--- src/rtl/pcp_pkg.sv ---
package pcp_pkg;

    // Field widths fixed by the item formats.
    localparam int PAD_W     = 8;
    localparam int VAL_W     = 12;
    localparam int TIME_W    = 16;
    localparam int CFG_W     = 32;
    localparam int HW_W      = 4;
    localparam int CFG_IDX_W = 3;
    localparam int ENTRY_W   = PAD_W + VAL_W;
    // Quotient bits of the centroid division (pad < 256 in Q16.16 plus rounding).
    localparam int Q_W       = 24;
    localparam int Q_CNT_W   = 5;

    localparam logic signed [CFG_W-1:0] X_SLOPE_RST  = 32'sd65536;
    localparam logic signed [CFG_W-1:0] X_OFFSET_RST = 32'sd0;
    localparam logic signed [CFG_W-1:0] Y_SLOPE_RST  = 32'sd65536;
    localparam logic signed [CFG_W-1:0] Y_OFFSET_RST = 32'sd0;
    localparam logic [HW_W-1:0]         HALF_WIN_RST = 4'd7;
    localparam logic [Q_W:0]            HALF_Q16     = 25'd32768;

    typedef enum logic [CFG_IDX_W-1:0] {
        CFG_X_SLOPE  = 3'd0,
        CFG_X_OFFSET = 3'd1,
        CFG_Y_SLOPE  = 3'd2,
        CFG_Y_OFFSET = 3'd3,
        CFG_HALF_WIN = 3'd4
    } cfg_idx_t;

    typedef enum logic [2:0] {
        ST_LOAD,
        ST_MAX,
        ST_SUM,
        ST_DIV,
        ST_MUL,
        ST_FIN
    } state_t;

    // Commands from the controller to the datapath.
    typedef struct packed {
        logic load;
        logic scan_run;
        logic pass_sum;
        logic div_init;
        logic div_step;
        logic mult;
        logic finish;
    } cmd_t;

    // Status from the datapath to the controller.
    typedef struct packed {
        logic last_acc;
        logic scan_done;
        logic div_done;
        logic out_free;
    } stat_t;

    // Saturate a signed value to 32 bits.
    function automatic logic signed [31:0] sat32(input logic signed [63:0] v);
        logic signed [63:0] hi_lim;
        logic signed [63:0] lo_lim;
        hi_lim = 64'sh0000_0000_7FFF_FFFF;
        lo_lim = -64'sh0000_0000_8000_0000;
        if (v > hi_lim)
            return 32'sh7FFF_FFFF;
        else if (v < lo_lim)
            return -32'sh8000_0000;
        else
            return v[31:0];
    endfunction

endpackage

--- src/rtl/pcp_ctrl.sv ---
module pcp_ctrl (
    input  logic           clk,
    input  logic           rst_n,
    input  pcp_pkg::stat_t stat,
    output pcp_pkg::cmd_t  cmd
);
    import pcp_pkg::*;

    state_t state_reg, state_next;

    // State register.
    always_ff @(posedge clk or negedge rst_n)
    begin
        if (!rst_n)
            state_reg <= ST_LOAD;
        else
            state_reg <= state_next;
    end

    // Next state.
    always_comb
    begin
        state_next = state_reg;
        case (state_reg)
            ST_LOAD: if (stat.last_acc)  state_next = ST_MAX;
            ST_MAX:  if (stat.scan_done) state_next = ST_SUM;
            ST_SUM:  if (stat.scan_done) state_next = ST_DIV;
            ST_DIV:  if (stat.div_done)  state_next = ST_MUL;
            ST_MUL:  state_next = ST_FIN;
            ST_FIN:  if (stat.out_free)  state_next = ST_LOAD;
            default: state_next = ST_LOAD;
        endcase
    end

    // Commands.
    always_comb
    begin
        cmd = '0;
        case (state_reg)
            ST_LOAD: cmd.load = 1'b1;
            ST_MAX:  cmd.scan_run = 1'b1;
            ST_SUM:
            begin
                cmd.scan_run = 1'b1;
                cmd.pass_sum = 1'b1;
                cmd.div_init = stat.scan_done;
            end
            ST_DIV:
            begin
                cmd.pass_sum = 1'b1;
                cmd.div_step = 1'b1;
            end
            ST_MUL:
            begin
                cmd.pass_sum = 1'b1;
                cmd.mult     = 1'b1;
            end
            ST_FIN:
            begin
                cmd.pass_sum = 1'b1;
                cmd.finish   = stat.out_free;
            end
            default: cmd = '0;
        endcase
    end

endmodule

--- config.mk ---
export PLATFORM = sky130hd
export DESIGN_NAME = pcp_ctrl
export DESIGN_NICKNAME = d
export VERILOG_FILES = /design/src/rtl/pcp_pkg.sv /design/src/rtl/pcp_ctrl.sv
export SDC_FILE = /design/constraint.sdc
export NUM_CORES = 1
export LEC_CHECK = 0
export ABC_CLOCK_PERIOD_IN_PS = 1400
export BUFFER_PORTS_ARGS = -buffer_cell sky130_fd_sc_hd__buf_2
export CORE_AREA = 3 3 40 42
export DETAILED_ROUTE_END_ITERATION = 12
export DIE_AREA = 0 0 43 45
export GPL_TIMING_DRIVEN = 0
export PLACE_DENSITY_LB_ADDON = 0.25
export SYNTH_ARGS = -nofsm -noshare
export SYNTH_HDL_FRONTEND = slang
export SYNTH_SLANG_ARGS = --single-unit
--- constraint.sdc ---
create_clock -name clk -period 1.4 [get_ports clk]
set_input_delay 0.07 -clock clk [delete_from_list [all_inputs] [get_ports clk]]
set_output_delay 0.07 -clock clk [all_outputs]
set_load 0.005 [all_outputs]
======== Word level (Yosys, flattened, before mapping) ========
Cells that the tools add are included.
cells by class
  equal/unequal tests ..................... 10
  reduce and logical (&&, ||, !) cells .... 4
  muxes and demuxes ....................... 13
operators by type and width
  kind                                                 number
  case mux 3 bit (6 select lines)                      1
  two-way mux 3 bit                                    5
  inequality test 2 bit, second input constant         5
  two-way mux 1 bit                                    7
  equality test 3 x 2 -> 1 bit, second input constant  2
  equality test 3 bit, second input constant           2
  AND reduction 5 bit                                  1
  OR reduction 4 bit                                   1
  equality test 3 x 1 -> 1 bit, second input constant  1
  logical NOT 3 bit                                    1
  OR reduction 2 bit                                   1
word-level totals
  register bits after elaboration ......... 3
  output and inout port bits .............. 7
  word-level logic and storage cells ...... 28
  input bits .............................. 6

======== Logic depth before layout (Yosys ltp) ========
Gate-level depths: netlist of the first run.
  word-level depth ........................ 3
  mapped depth ............................ 4
  gate-level depth less buffers ........... 3

======== Worst setup path after synthesis of the first run ========
No wires, ideal clock.
  path type ............................... flip-flop to flip-flop
  start point ............................. register state_reg[0]
  end point ............................... register state_reg[1]
  required time ........................... 1.273 ns
  stages on the path, launching flop included .. 4
  library setup time ...................... 0.127 ns
  buffers on the path ..................... 0
  path slack .............................. 0.310 ns
  period minus slack after synthesis ...... 1.090 ns
  data arrival time ....................... 0.963 ns
  cells stage by stage .................... dfrtp_1 or3_1 a31oi_1 a21oi_2
between the ends
  word-level cells in the longest chain between the ends .. 3
  elaborated cells between the ends (all ways) .. 13
  classes of those cells .................. eq/ne: 10; mux: 1; reduce/logical: 2
ends and longest elaborated chain
  element                                                     line            source
  start: declaration                                          pcp_ctrl.sv:9   state_t state_reg, state_next;
  start signal: assignment                                    pcp_ctrl.sv:17  state_reg <= state_next;
  equality test 3 x 1 -> 1 bit, or another cell as far along  pcp_ctrl.sv:24  case (state_reg)
  inequality test 2 bit (no source line)                      --
  AND reduction 5 bit (no source line)                        --
Parallel ways exist; a longest one is shown, timed or not.
A chain may end at the register's enable or synchronous reset.

==> flow_summary.yaml, run 1 <==
status:
  outcome: "finished, final reports clean"
clock_network:
  cts_buffers: 3
  cts_tree: "done"
  h-tree-depth: 1
  clock-root-buffer: "clkbuf_4"
  cts_sinks: 3
  insertion_delay_ns: 0.23
  clk_pin_slew_worst_paths_ns: 0.04
  clk_path_buf_depth: 2
synthesis:
  synth_cell_types: 22
  yosysSeqAreaShare_pct: 24.69
  synth_top_area_cell: "dfrtp_1"
  netlist.area_leader.share_pct: 24.69
  synthTopCellsByArea: "dfrtp_1 (25%), buf_6 (7.4%), nor4_4 (7.0%), xor2_1 (5.8%), a2bb2oi_2 (4.9%)"
  netlist_area_um2: 304.0
  synth_cells: 33
  async_reset_ff_share_pct: 100.0
  synth_fp_nets: 39
  synth_area_per_cell_um2: 9.213
  synth_edf_count: 0
  netlist_top_cells_count: "dfrtp_1 (3), nor2_1 (3)"
  synth-seq-cells: 3
  ys_warn_count: 0
  synthFlopType: "dfrtp_1"
finish:
  nets: 57
  instances_no_fill: 65
  fin_area_um2: 419.2
  final_core_util_pct: 32.62
  fillerInstances: 146
  synthToLayoutAreaGrowth_pct: 37.86
  antenna_cells: 0
  largest_reg_flops: 3
  drive_gt1_share_pct: 44.00
power_and_ir_drop:
  power_leakage_uw: 0.0002119
  peakVddDrop_mv: 0.8846
  power_density_mw_per_mm2: 2382
flow_run:
  maxCapViolCount: 0
place:
  placed_area_um2: 382.9
  gp_congestion: 0.6669
  dp_hpwl_um: 497
  dp_cells: 60
  numPortBuffers: 12
  dp_slack_ns: 0.2519
setup_path:
  cp_slowest_cell: "dfrtp_1"
  reg2reg_from: "state_reg[0]$_DFFE_PN0P_"
  critPathArrivalTime_ns: 1.19
  cp_max_fo: 10
  endpoint_kind: "primary output"
  reg2reg_slack_ns: 0.26
  path_cells: "buf_6 > xor2_1 > nand2b_1 > inv_1 > buf_2"
  critical_path.max_stage_delay_ns: 0.39
  worstPathRequired_ns: 1.33
  timing.rr.end: "state_reg[1]$_DFFE_PN0P_"
  startpoint: "state_reg[1]$_DFFE_PN0P_"
  r2r_cells: 3
  start_kind: "register"
  path_class: "reg2out"
die:
  start_util_pct: 23.66
  io_pins: 13
  core_mm2: 0.001285
  row_count: 13
  die_w_um: 43
  die_area_mm2: 0.001935
  die_h_um: 45
min_path:
  hp-class: "in2reg"
  worstHoldStart: "stat[1]"
  whs_path_depth: 2
  whs_endpoint: "state_reg[2]$_DFFE_PN0P_"
sta:
  fin_crit_ns: 1.258
  hold_viol: 0
  setup_ws_ns: 0.1422
  setup_viol: 0
  clock_skew_ns: 0.0002467
  relSlewSlack_pct: 82.24
  fin_tns_setup_ns: 0
  maxSlewViolCount: 0
  max_freq_ghz: 0.7951
  rsz0062_at_grt: "false"
  worstMarginPinSlew_ns: 0.2659
  period_share_pct: 89.84
route:
  wl_per_cell_um: 9.985
  drc: 0
  drt_iter0_drc: 7
  avgViaCountPerCell: 4.585
  wirelength_um: 649
  via_count: 298
  drtAntennaViolNets: 0
  first_pass_iters: 3
global_routing:
  grt_antenna_before_repair: 0
  grt_pass1_wl_mm: 1.104
  grt_busiest_layer: "met2"
  grt-ovfl-total: 0
  use_met2_pct: 10.78
  met1_usage_pct: 9.927
  grt_pass1_vias: 276
  gr-usage-met3_pct: 1.594
  track_usage_pct: 8.007
  grt_max_degree: 11
==> metal layers <==
layer,vias up,routed length [um]
met3,2,32
met2,7,304
li1,154,-
met1,135,296
met4,0,16
met5,-,0
==> worst max-delay path: cells and delay by family (launching register included) <==
family / cells / cell delay [ns]
XOR/XNOR: 1 / 0.15
buffers and inverters: 3 / 0.31
flip-flops: 1 / 0.39
AND/OR/NAND/NOR: 1 / 0.11
==> repair_timing <==
action / in CTS / in global routing
hold endpoints to repair: 3 / 0
resized for setup: 0 / 0
hold buffers: 1 / 0
buffers inserted: 0 / 0
==> final cells by class <==
cell class / count / area (um2) / area share [%]
Sequential cell: 3 / 75.07 / 17.91
Tap cell: 15 / 18.77 / 4.478
Timing Repair Buffer: 13 / 70.07 / 16.72
Buffer: 3 / 30.03 / 7.164
Multi-Input combinational cell: 25 / 191.4 / 45.67
Clock buffer: 4 / 26.28 / 6.269
Inverter: 2 / 7.507 / 1.791
==> where the power goes <==
part / internal (uW) / switching, uW / leakage [uW]
registers: 133 / 36.2 / 0.0000374
clock network: 107 / 43.8 / 0.0000150
logic: 343 / 336 / 0.000159
total: 582 / 416 / 0.000212
==> worst max-delay path by stage <==
stage	endpoint	slack, ns
floorplan	state_reg[1]$_DFFE_PN0P_	0.31
global placement	state_reg[1]$_DFFE_PN0P_	0.25
detailed placement	state_reg[1]$_DFFE_PN0P_	0.25
CTS	cmd[5]	0.12
global route	cmd[5]	0.04
finish	cmd[5]	0.14
==> cell families after synthesis <==
| kind of cell | share of synthesized area, % |
|---|---|
| flip-flops | 24.69 |
| XOR/XNOR | 5.762 |
| AO/OA/AOI/OAI | 22.63 |
| AND/OR/NAND/NOR | 34.57 |
| buffers and inverters | 12.35 |
==> through the flow <==
step	hold WS [ns]	power [uW]
after global placement	-0.1339	857.8
after global routing	0.04922	1106
final	0.06550	998.4
after CTS	0.05605	1025
after floorplan	-0.2256	675.3
after detailed placement	-0.1336	859.4
==> cell usage in the layout (no fill, tap or decap) <==
master	count
a21o_1	1
nand2_1	2
xor2_1	2
a21oi_2	1
a2bb2oi_2	1
and3b_1	1
buf_4	1
a21oi_1	1
buf_6	2
nor3_1	2
nor2_1	3
nor4_4	1
nand2b_1	2
dlygate4sd3_1	1
nand3b_1	2
and4bb_1	1
a211oi_2	1
inv_1	2
clkbuf_4	3
clkbuf_1	1
dfrtp_1	3
or3_1	1
o21ai_0	1
a31oi_1	1
o31a_1	1
buf_2	12
Note: power is estimated with default switching activity, not from simulation.
==> inputs of run 2 (changes only) <==
--- a/config.mk
+++ b/config.mk
@@ -5,7 +5,7 @@
 export SDC_FILE = /design/constraint.sdc
 export NUM_CORES = 1
 export LEC_CHECK = 0
-export ABC_CLOCK_PERIOD_IN_PS = 1400
+export ABC_CLOCK_PERIOD_IN_PS = 1130
 export BUFFER_PORTS_ARGS = -buffer_cell sky130_fd_sc_hd__buf_2
 export CORE_AREA = 3 3 40 42
 export DETAILED_ROUTE_END_ITERATION = 12
==> constraint.sdc (replaced) <==
create_clock -name clk -period 1.13 [get_ports clk]
set_input_delay 0.0565 -clock clk [delete_from_list [all_inputs] [get_ports clk]]
set_output_delay 0.0565 -clock clk [all_outputs]
set_load 0.005 [all_outputs]
==> run 2 against run 1 <==
Against the previous run: the run now ends with negative setup slack left; total power is 50% higher; flip-flop and latch count stayed put; setup slack worse by 0.24 ns; non-clock buffer count is 4 higher; cell area is 16% higher; count of clock-buffer cells in the layout stayed put; clock skew hardly changed; critical path depth is 1 lower; sequential power is 30% higher; largest cell class unchanged.
==> flow_summary.yaml, run 2 (same netlist as run 1, synthesis figures left out) <==
clock_network:
  h-tree-depth: 1
  insertion_delay_ns: 0.23
  cts_buffers: 3
  clk_path_buf_depth: 2
  cts_tree: "done"
  cts_sinks: 3
  clk_pin_slew_worst_paths_ns: 0.04
  clock-root-buffer: "clkbuf_4"
setup_path:
  path_class: "reg2reg"
  reg2reg_slack_ns: -0.1
  start_kind: "register"
  timing.rr.end: "state_reg[1]$_DFFE_PN0P_"
  cp_max_fo: 3
  critPathArrivalTime_ns: 1.33
  endpoint_kind: "register"
  r2r_cells: 4
  reg2reg_from: "state_reg[1]$_DFFE_PN0P_"
  worstPathRequired_ns: 1.24
sta:
  clock_skew_ns: 0.0002463
  setup_viol: 6
  period_share_pct: 108.5
  max_freq_ghz: 0.8153
  maxSlewViolCount: 0
  hold_viol: 0
  setup_ws_ns: -0.09647
  worstMarginPinSlew_ns: 0.2583
  fin_tns_setup_ns: -0.3898
  relSlewSlack_pct: 82.65
  rsz0062_at_grt: "true"
  fin_crit_ns: 1.226
finish:
  antenna_cells: 0
  synthToLayoutAreaGrowth_pct: 60.08
  final_common_cell: "buf_2"
  nets: 61
  drive_gt1_share_pct: 55.56
  largest_reg_flops: 3
  instances_no_fill: 69
  final_cell_mix: "buf_2 (13), buf_6 (5), clkbuf_4 (3), dfrtp_1 (3)"
  fillerInstances: 143
  final_core_util_pct: 37.88
global_routing:
  grt_pass1_vias: 285
  track_usage_pct: 8.173
  grt_max_degree: 11
  grt-ovfl-total: 0
  grt_pass1_wl_mm: 1.124
  grt_antenna_before_repair: 0
power_and_ir_drop:
  peakVddDrop_mv: 1.221
  p_sw_share_pct: 40.35
  pwr-share-clk_pct: 12.4
  switching_power_uw: 605.6
  seq_power_share_pct: 14.6
  power_density_mw_per_mm2: 3083
  cellInternalPower_uw: 895.2
  power_leakage_uw: 0.0002414
  combPwrFrac_pct: 73.0
place:
  dp_cells: 60
  numPortBuffers: 12
  dp_hpwl_um: 497
  gp_congestion: 0.6669
route:
  drtAntennaViolNets: 0
  dr_wl_met3_um: 32
  wl_met1_um: 310
  wl_per_cell_um: 10.36
  first_pass_iters: 2
  highest_layer: "met4"
  via_count: 302
  drt_iter0_drc: 1
  avgViaCountPerCell: 4.377
  drc: 0
  wirelength_um: 715
  dr_wl_met2_um: 356
die:
  core_mm2: 0.001285
  die_area_mm2: 0.001935
  die_w_um: 43
  start_util_pct: 23.66
  row_count: 13
  die_h_um: 45
  io_pins: 13
min_path:
  hp-class: "in2reg"
  worstHoldStart: "stat[1]"
  whs_endpoint: "state_reg[2]$_DFFE_PN0P_"
  whs_path_depth: 2
flow_run:
  maxCapViolCount: 0
status:
  violations: "negative setup slack"
  outcome: "finished with violations"
-- run 2: cell count changes in the layout (fill, tap and decap cells not counted), sizes merged --
cell	change
buf	+4
-- run 2: worst max-delay path by stage --
stage                              from                  endpoint  slack [ns]  depth (start not counted)
2_1_floorplan  state_reg[0]$_DFFE_PN0P_  state_reg[1]$_DFFE_PN0P_        0.04                          3
3_3_place_gp   state_reg[0]$_DFFE_PN0P_  state_reg[1]$_DFFE_PN0P_       -0.02                          3
3_5_place_dp   state_reg[0]$_DFFE_PN0P_  state_reg[1]$_DFFE_PN0P_       -0.02                          3
4_1_cts        state_reg[1]$_DFFE_PN0P_                    cmd[5]       -0.11                          5
5_1_grt        state_reg[0]$_DFFE_PN0P_                    cmd[5]       -0.19                          5
6_report       state_reg[1]$_DFFE_PN0P_  state_reg[1]$_DFFE_PN0P_        -0.1                          4
-- run 2: cell type report --
cell class | count | area, um2 | area share, %
plain buffers | 3 | 33.78 | 6.941
clock buffers | 4 | 26.28 | 5.398
inverters | 2 | 7.507 | 1.542
multi-input cells | 25 | 220.2 | 45.24
flip-flops and latches | 3 | 75.07 | 15.42
well taps | 15 | 18.77 | 3.856
repair buffers | 17 | 105.1 | 21.59
-- run 2: power groups by stage --
stage	sequential, uW	clock, uW	combinational [uW]
after floorplan	200	0	636
after global placement	211	0	851
after detailed placement	213	0	852
after CTS	217	201	1010
after global routing	231	214	1200
final	219	187	1100
-- run 2: what timing repair did --
action / CTS / global route
endpoints found under the hold margin: 3 / 0
endpoints found under the setup margin: 8 / 9
setup buffers: 2 / 1
gates resized for setup: 4 / 5
pin swaps: 2 / 2
cloned: 1 / 0
hold buffers: 1 / 0
-- run 2: metal layers --
layer  GRT usage (%)  up-vias
li1                -      158
met1           9.685      135
met2           11.68        7
met3           1.594        2
met4           9.036        0
met5               0        -
-- run 2: metrics by stage --
step                      setup slack, ns  total power [uW]  instance area (um2)  hold slack, ns
after floorplan                   0.04035             836.7                304.0         -0.2391
after global placement           -0.02061              1063                382.9         -0.1474
after detailed placement         -0.01815              1065                382.9         -0.1471
after CTS                         -0.1062              1432                459.2         0.04255
after global routing              -0.1922              1644                486.7         0.03571
final                            -0.09647              1501                486.7         0.05089
-- run 2: worst max-delay path, cell delays in order (launching register included) --
cell      delay [ns]
dfrtp_1         0.39
buf_6           0.12
and3b_2         0.23
a211oi_4        0.28
a21oi_2         0.08
